==> config.mk <==
export PLATFORM = sky130hd
export DESIGN_NAME = frame_receiver_sum_checksum_core
export DESIGN_NICKNAME = d
export VERILOG_FILES = /design/src/rtl/frs_pkg.sv /design/src/rtl/frs_parse.sv /design/src/rtl/frame_receiver_sum_checksum_core.sv
export SDC_FILE = /design/constraint.sdc
export NUM_CORES = 1
export LEC_CHECK = 0
export BUFFER_PORTS_ARGS = -buffer_cell sky130_fd_sc_hd__buf_2
export CORE_ASPECT_RATIO = 0.5
export CORE_UTILIZATION = 50
export DETAILED_ROUTE_END_ITERATION = 8
export HOLD_SLACK_MARGIN = 0.02
export PLACE_DENSITY_LB_ADDON = 0.1
export SLEW_MARGIN = 25
export SYNTH_ARGS = -nofsm -noshare
export SYNTH_HDL_FRONTEND = slang
export SYNTH_HIERARCHICAL = 1
export SYNTH_SLANG_ARGS = --single-unit
==> constraint.sdc <==
create_clock -name clock -period 9.27 [get_ports clock]
set_input_delay 1.3905 -clock clock [delete_from_list [all_inputs] [get_ports clock]]
set_output_delay 1.3905 -clock clock [all_outputs]
set_load 0.005 [all_outputs]
==> src/rtl/frs_pkg.sv <==
`default_nettype none
// ----------------------------------------------------------------------------
// frs_pkg
// Shared constants and the result word type of the frame receiver.
// ----------------------------------------------------------------------------
package frs_pkg;

   localparam logic [7:0] SYNC_BYTE = 8'h3a;

   localparam logic [1:0] STATUS_RECEIVING = 2'd0;
   localparam logic [1:0] STATUS_GOOD      = 2'd1;
   localparam logic [1:0] STATUS_BAD_SUM   = 2'd2;

   typedef struct packed {
      logic [1:0]  status;
      logic        data_valid;
      logic [7:0]  data_byte;
      logic [15:0] data_index;
      logic [7:0]  frame_command;
      logic [15:0] frame_length;
   } result_type;

endpackage
`default_nettype wire

==> src/rtl/frs_parse.sv <==
`default_nettype none
// ----------------------------------------------------------------------------
// frs_parse
// Frame state tracker: hunts for sync, collects length and command, tags
// payload words with their index and checks the additive checksum.
// ----------------------------------------------------------------------------
module frs_parse
   import frs_pkg::*;
(
   input  wire logic       clock,
   input  wire logic       reset,
   input  wire logic       accept,
   input  wire logic [7:0] rx_byte,
   output result_type      result
);

   typedef enum logic [2:0] {
      PH_HUNT   = 3'd0,
      PH_LEN_LO = 3'd1,
      PH_LEN_HI = 3'd2,
      PH_CMD    = 3'd3,
      PH_DATA   = 3'd4,
      PH_CHECK  = 3'd5
   } phase_type;

   phase_type   phase_ff,   phase_in;
   logic [15:0] length_ff,  length_in;
   logic [7:0]  command_ff, command_in;
   logic [7:0]  sum_ff,     sum_in;
   logic [15:0] count_ff,   count_in;

   logic [7:0]  sum_add;
   logic [16:0] count_inc;
   logic [7:0]  expect_sum;

   assign sum_add    = sum_ff + rx_byte;
   assign count_inc  = {1'b0, count_ff} + 17'd1;
   assign expect_sum = (~sum_ff) + 8'd1;

   always_comb begin
      phase_in   = phase_ff;
      length_in  = length_ff;
      command_in = command_ff;
      sum_in     = sum_ff;
      count_in   = count_ff;
      result.status     = STATUS_RECEIVING;
      result.data_valid = 1'b0;
      result.data_byte  = 8'd0;
      result.data_index = 16'd0;

      case (phase_ff)
         PH_LEN_LO: begin
            length_in = {8'd0, rx_byte};
            sum_in    = sum_add;
            phase_in  = PH_LEN_HI;
         end
         PH_LEN_HI: begin
            length_in = {rx_byte, length_ff[7:0]};
            sum_in    = sum_add;
            phase_in  = PH_CMD;
         end
         PH_CMD: begin
            command_in = rx_byte;
            sum_in     = sum_add;
            if (length_ff != 16'd0) begin
               count_in = 16'd0;
               phase_in = PH_DATA;
            end else begin
               phase_in = PH_CHECK;
            end
         end
         PH_DATA: begin
            sum_in            = sum_add;
            result.data_valid = 1'b1;
            result.data_byte  = rx_byte;
            result.data_index = count_ff;
            count_in          = count_inc[15:0];
            if (count_inc >= {1'b0, length_ff}) begin
               phase_in = PH_CHECK;
            end
         end
         PH_CHECK: begin
            result.status = (expect_sum == rx_byte) ? STATUS_GOOD : STATUS_BAD_SUM;
            phase_in      = PH_HUNT;
         end
         default: begin
            // hunting and unused codes clear the frame registers and look for sync
            length_in  = 16'd0;
            command_in = 8'd0;
            sum_in     = 8'd0;
            phase_in   = (rx_byte == SYNC_BYTE) ? PH_LEN_LO : PH_HUNT;
         end
      endcase

      result.frame_command = command_in;
      result.frame_length  = length_in;
   end

   always_ff @(posedge clock) begin
      if (reset) begin
         phase_ff   <= PH_HUNT;
         length_ff  <= 16'd0;
         command_ff <= 8'd0;
         sum_ff     <= 8'd0;
         count_ff   <= 16'd0;
      end else if (accept) begin
         phase_ff   <= phase_in;
         length_ff  <= length_in;
         command_ff <= command_in;
         sum_ff     <= sum_in;
         count_ff   <= count_in;
      end
   end

endmodule
`default_nettype wire

==> src/rtl/frame_receiver_sum_checksum_core.sv <==
`default_nettype none
// ----------------------------------------------------------------------------
// frame_receiver_sum_checksum_core
// Length-prefixed frame receiver with additive checksum, one word per cycle unless stalled.
// ----------------------------------------------------------------------------
// Each accepted byte produces exactly one result word in the output stage. The
// receiver skips bytes until sync 0x3a, then takes a little-endian 16-bit
// length, a command byte, the payload (handed out with its index) and a
// checksum byte, which reports good or bad and returns to hunting. The frame
// state updates once per accepted byte, so one byte is taken every clock while
// req_stall is low; a two-entry output stage (result register plus skid register)
// lets input keep flowing for one more byte after the result side stalls.
// req_stall is a registered signal.
module frame_receiver_sum_checksum_core
   import frs_pkg::*;
(
   input  wire logic        clock,
   input  wire logic        reset,
   input  wire logic        req_valid,
   output      logic        req_stall,
   input  wire logic [7:0]  req_rx_byte,
   output      logic        rsp_valid,
   input  wire logic        rsp_stall,
   output      logic [1:0]  rsp_status,
   output      logic        rsp_data_valid,
   output      logic [7:0]  rsp_data_byte,
   output      logic [15:0] rsp_data_index,
   output      logic [7:0]  rsp_frame_command,
   output      logic [15:0] rsp_frame_length
);

   result_type new_result;
   result_type out_ff;
   result_type skid_ff;
   logic       out_valid_ff;
   logic       skid_valid_ff;
   logic       req_accept;
   logic       rsp_take;

   assign req_accept = req_valid & ~skid_valid_ff;
   assign rsp_take   = out_valid_ff & ~rsp_stall;

   frs_parse u_parse (
      .clock   (clock),
      .reset   (reset),
      .accept  (req_accept),
      .rx_byte (req_rx_byte),
      .result  (new_result)
   );

   always_ff @(posedge clock) begin
      if (reset) begin
         out_valid_ff  <= 1'b0;
         skid_valid_ff <= 1'b0;
      end else if (!out_valid_ff || rsp_take) begin
         // drain skid first; no new word arrives while skid is full
         if (skid_valid_ff) begin
            out_valid_ff  <= 1'b1;
            skid_valid_ff <= 1'b0;
         end else begin
            out_valid_ff <= req_accept;
         end
      end else if (req_accept) begin
         skid_valid_ff <= 1'b1;
      end
   end

   always_ff @(posedge clock) begin
      if (!out_valid_ff || rsp_take) begin
         out_ff <= skid_valid_ff ? skid_ff : new_result;
      end else if (req_accept) begin
         skid_ff <= new_result;
      end
   end

   assign req_stall         = skid_valid_ff;
   assign rsp_valid         = out_valid_ff;
   assign rsp_status        = out_ff.status;
   assign rsp_data_valid    = out_ff.data_valid;
   assign rsp_data_byte     = out_ff.data_byte;
   assign rsp_data_index    = out_ff.data_index;
   assign rsp_frame_command = out_ff.frame_command;
   assign rsp_frame_length  = out_ff.frame_length;

endmodule
`default_nettype wire

======== After elaboration in Yosys (flattened, before gate mapping) ========
Cells that the tools add are included.
word-level totals
  output and inout port bits .............. 53
  latch bits .............................. 0
  memory bits (writable) .................. 0
  memory bits (read-only) ................. 0
  memories ................................ 0
  flip-flop bits (word level) ............. 155
  input bits .............................. 12
  word-level logic and storage cells ...... 65
operators by class
  equality and inequality tests ........... 9
  shifts and indexed selects .............. 0
  bitwise logic cells ..................... 7
  reductions and logical operators ........ 12
  multiplexer cells ....................... 14
  divide/modulo/power cells ............... 0
  add/subtract/negate cells ............... 3
  multiply operators ...................... 0
  order comparisons ....................... 1
operators with widths
  operator                                                          count
  51-bit two-way mux                                                1
  16-bit case mux with 3 select lines                               1
  16-bit case mux with 2 select lines                               1
  8-bit case mux with 2 select lines                                2
  25-bit two-way mux                                                1
  16-bit by 1-bit adder with 17-bit output (second input constant)  1
  17-bit by 16-bit greater-or-equal comparator with 1-bit output    1
  16-bit two-way mux                                                1
  16-bit nonzero test                                               1
  3-bit case mux with 5 select lines                                1
  8-bit by 1-bit adder with 8-bit output (second input constant)    1
  8-bit adder                                                       1
  8-bit by 6-bit == test with 1-bit output (second input constant)  1
  8-bit == test                                                     1
  8-bit NOT                                                         1
  4-bit OR reduction                                                2
  3-bit by 2-bit == test with 1-bit output (second input constant)  2
  3-bit == test (second input constant)                             2
  2-bit AND reduction                                               3
  2-bit two-way mux                                                 2
  2-bit by 1-bit != test with 1-bit output (second input constant)  2
  1-bit NOT                                                         4
  3-bit by 1-bit == test with 1-bit output (second input constant)  1
  1-bit two-way mux                                                 3
  8 further kinds                                                   9

======== Logic depth before layout (Yosys ltp) ========
  word-level depth ........................ 6
  mapped depth ............................ 12

======== Cells and area by module ========
Netlist, hierarchy kept.
by module, submodules not included
  module                            times used  cells each  area an instance (um2)
  frame_receiver_sum_checksum_core  1           167         3958.8
  frs_parse                         1           458         3697.3

======== Least setup slack after synthesis ========
Ideal clock, no wire load.
  kind .................................... input -> register
  start ................................... in req_valid
  end ..................................... reg skid_ff[0] (netlist bit) (enable)
  stages on the path ...................... 2
  data arrival time ....................... 2939 ps
  slack ................................... 5917 ps
  library setup time ...................... 414 ps
  cell sequence ........................... nor2b_1 -> and3_1
on the way
  longest elaborated chain between the ends .. 2
RTL lines
  what                           RTL line                                RTL
  start, declared                frame_receiver_sum_checksum_core.sv:19  input wire logic req_valid,
  1-bit AND                      frame_receiver_sum_checksum_core.sv:40  assign req_accept = req_valid & ~skid_valid_ff;
  2-bit AND reduction (no line)  n/a
  end signal, assigned           frame_receiver_sum_checksum_core.sv:72  skid_ff <= new_result;
  end, declared                  frame_receiver_sum_checksum_core.sv:34  result_type skid_ff;
No other way between the ends.
A chain may end at the register's enable or synchronous reset.

======== Worst setup path after layout ========
  start ................................... reg u_parse.count_ff[2]
  end ..................................... reg u_parse.phase_ff[0]
on the way
  longest elaborated chain between the ends .. 4
RTL lines
  what                                                            RTL line          RTL
  start, declared                                                 frs_parse.sv:30   logic [15:0] count_ff, count_in;
  start signal, assigned                                          frs_parse.sv:111  count_ff <= count_in;
  16-bit by 1-bit adder with 17-bit output                        frs_parse.sv:37   assign count_inc = {1'b0, count_ff} + 17'd1;
  17-bit by 16-bit greater-or-equal comparator with 1-bit output  frs_parse.sv:78   if (count_inc >= {1'b0, length_ff}) begin
  2-bit by 1-bit != test with 1-bit output (no line)              n/a
  2-bit AND reduction (no line)                                   n/a
  end signal, assigned                                            frs_parse.sv:107  phase_ff <= phase_in;
  end, declared                                                   frs_parse.sv:26   phase_type phase_ff, phase_in;
No other way between the ends.

==> run metrics <==
outcome=finished clean; largest net degree at the start of global routing=55; Leak=0.00360 uW; Ports=65; R2R setup slack=5.66 ns; Mapped Avg Cell Area=12.2 um^2; setup repair bufs after CTS=0; DIE AREA=15800 um^2; Die X-Extent=177 um; count leader, synth=edfxtp_1; met2 WL=6.81 mm; Mapped Nets=663; Worst-Skew Late Latency=0.42 ns; P_int=1160 uW; area leader, netlist=edfxtp_1; Clk network pwr share=0.456; post-synth top area share=0.400; Final Power=1520 uW; H-Tree Depth=4; Async S/R FF share, synth=0; final instance area=8690 um^2; fin util=0.591; gr ovfl total=0; overall routing resource usage=0.216; initial antenna violation count=0; vias per std cell=5.71; 1st-pass router iterations=5; CP endpoint kind=flop; Fillers=1211; Fin. Hold Viols=0; min-delay worst type=reg -> reg; number of distinct library cells after synthesis=63; layout cell share with drive strength beyond 1=0.237; Met1 Wirelength=8.16 mm; Reg area=4130 um^2; register share of total power=0.500; DR WL met3=847 um; Hold-fix buffers, CTS=0; WS Path Type=reg -> reg; # port buffers=64; TritonCTS Sinks=155; pins over their slew limit=0; synth cell count leaders=edfxtp_1 (102), nor2_1 (58), dfxtp_1 (53), mux2_4 (49), nand2_1 (33); Worst setup SP type=flop; drc violations=0; VDD IR-drop max=0.000125 V; n_diodes=0; DP HPWL=10.4 mm; number of synthesized flops with an enable pin=102; Placed Area=8100 um^2; vias in the first global route=4726; Clock Path Buffers=2; final setup margin=5.66 ns; Die Y=89.5 um; crit path time final=3.61 ns; RePlAce Congestion=0.870; switching power share of the total=0.233; RSZ-0062 raised after global routing=no; top sig layer=met4; NumNets Final=720; cts repair resizes=0; Core ar.=14700 um^2; Worst-Margin Slew=0.997 ns; fmax=0.277 GHz; Final Setup Violations=0; multi-input logic area=3260 um^2; Root Buffer=clkbuf_16; main flop type after synthesis=edfxtp_1; WP data required=9.58 ns; synthesis-stage register bit count=155; critical path data arrival time=3.91 ns; FF-to-FF path depth=11; cell row count=31; dominant cells by area after synthesis=edfxtp_1 (40%), dfxtp_1 (14%), mux2_4 (9.6%); Cell Area, Synth=7660 um^2; CTS clk-pin slew, worst paths=0.07 ns; CTS Buf Count=17; final WL=16.1 mm; area delta synth->final=13.5%; WL/cell=18.0 um; Comb pwr share=0.044; clock skew=0.0175 ns; via count=5103; dpl ws=5.71 ns; Pwr per Cell Area=174 nW/um^2; Hold Crit Depth=2; Starting Density=0.521; DRT antenna net count=0; Max-Slew Margin vs Limit=0.336; first-pass GRT wire length=25.8 mm; DRT iter0 DRCs=289; TNS Setup=0 ns; Final period util=0.389; sequential fraction of the synthesis area=0.539; Syn Inst Count=625; CTS tree=yes; Psw=353 uW; Max-cap violations=0; peak fanout along the critical path=10; Yosys warnings=6
[flip-flops by register name, summed over array words and instances (netlist names), 16 cells and up]
name	cells
u_parse/length_ff	16
u_parse/count_ff	16
skid_ff	51
rsp_data_index	16
rsp_frame_length	16
[cells by family (layout without fill, tap and decap cells)]
kind of cell | after synthesis | in the layout | synth area share
AO/OA/AOI/OAI | 103 | 103 | 0.0990
XOR/XNOR | 25 | 25 | 0.0286
adder cells (fa/ha/maj) | 26 | 26 | 0.0435
buffers and inverters | 58 | 128 | 0.0363
flip-flops | 155 | 155 | 0.539
multiplexers | 78 | 78 | 0.134
AND/OR/NAND/NOR | 180 | 180 | 0.119
[metrics by stage]
step / std cells / hold WS, ns
5_1_grt: 893 / 0.531
3_3_place_gp: 861 / 0.474
4_1_cts: 893 / 0.502
2_1_floorplan: 625 / 0.461
3_5_place_dp: 861 / 0.485
6_report: 893 / 0.501
[worst paths after layout]
check	from	end
max	u_parse/count_ff[2]	u_parse/phase_ff[0]
min	u_parse/command_ff[5]	u_parse/command_ff[5]
max reg2reg	u_parse/count_ff[2]	u_parse/phase_ff[0]
min reg2reg	u_parse/command_ff[5]	u_parse/command_ff[5]
[routing by layer]
| layer | vias up | track usage |
|---|---|---|
| met3 | 18 | 0.0383 |
| met5 | - | 0 |
| li1 | 2462 | - |
| met1 | 2479 | 0.319 |
| met4 | 0 | 0.0792 |
| met2 | 144 | 0.316 |
[critical path, cell delays in order (launching register included)]
cell       delay, ns
dfxtp_1         0.51
nand3_1         0.28
nor4_2          0.56
nand3_1         0.22
xnor2_1         0.23
ha_1            0.28
nand3_1         0.13
nor2_1          0.06
a2111oi_0       0.40
nor3b_1         0.10
o31ai_1         0.36
mux2_2          0.38
[power groups by stage]
stage | Combinational (uW) | Sequential (uW) | Clock [uW]
6_report | 66.3 | 758 | 692
5_1_grt | 72.7 | 760 | 734
4_1_cts | 66.8 | 759 | 706
3_5_place_dp | 66.5 | 774 | 0
3_3_place_gp | 66.0 | 773 | 0
2_1_floorplan | 38.0 | 773 | 0
[cell type report]
| cell class | count | area share |
|---|---|---|
| clock inverters | 13 | 0.0140 |
| clock buffers | 19 | 0.0547 |
| multi-input cells | 412 | 0.375 |
| well taps | 198 | 0.0285 |
| flip-flops and latches | 155 | 0.475 |
| repair buffers | 69 | 0.0412 |
| inverters | 27 | 0.0117 |
[layout by cell type (no fill, tap or decap), drive strengths merged, types with 3 or more instances in the layout]
cell and count:
edfxtp 102, buf 69, nor2 58, dfxtp 53
mux2 52, inv 35, nand2 34, and3 27
mux2i 26, ha 25, clkbuf 19, a21oi 18
xnor2 17, a22o 16, nand3 13, a311oi 11
o21ai 11, nor3 9, xor2 8, a22oi 8
nor4 8, o22ai 6, o211a 6, nand4 5
nor2b 5, clkinv 5, nand2b 4, a31oi 4
or3 4, a211oi 3, a2111oi 3, or2 3
nor3b 3
(Power assumes the default switching activity.)
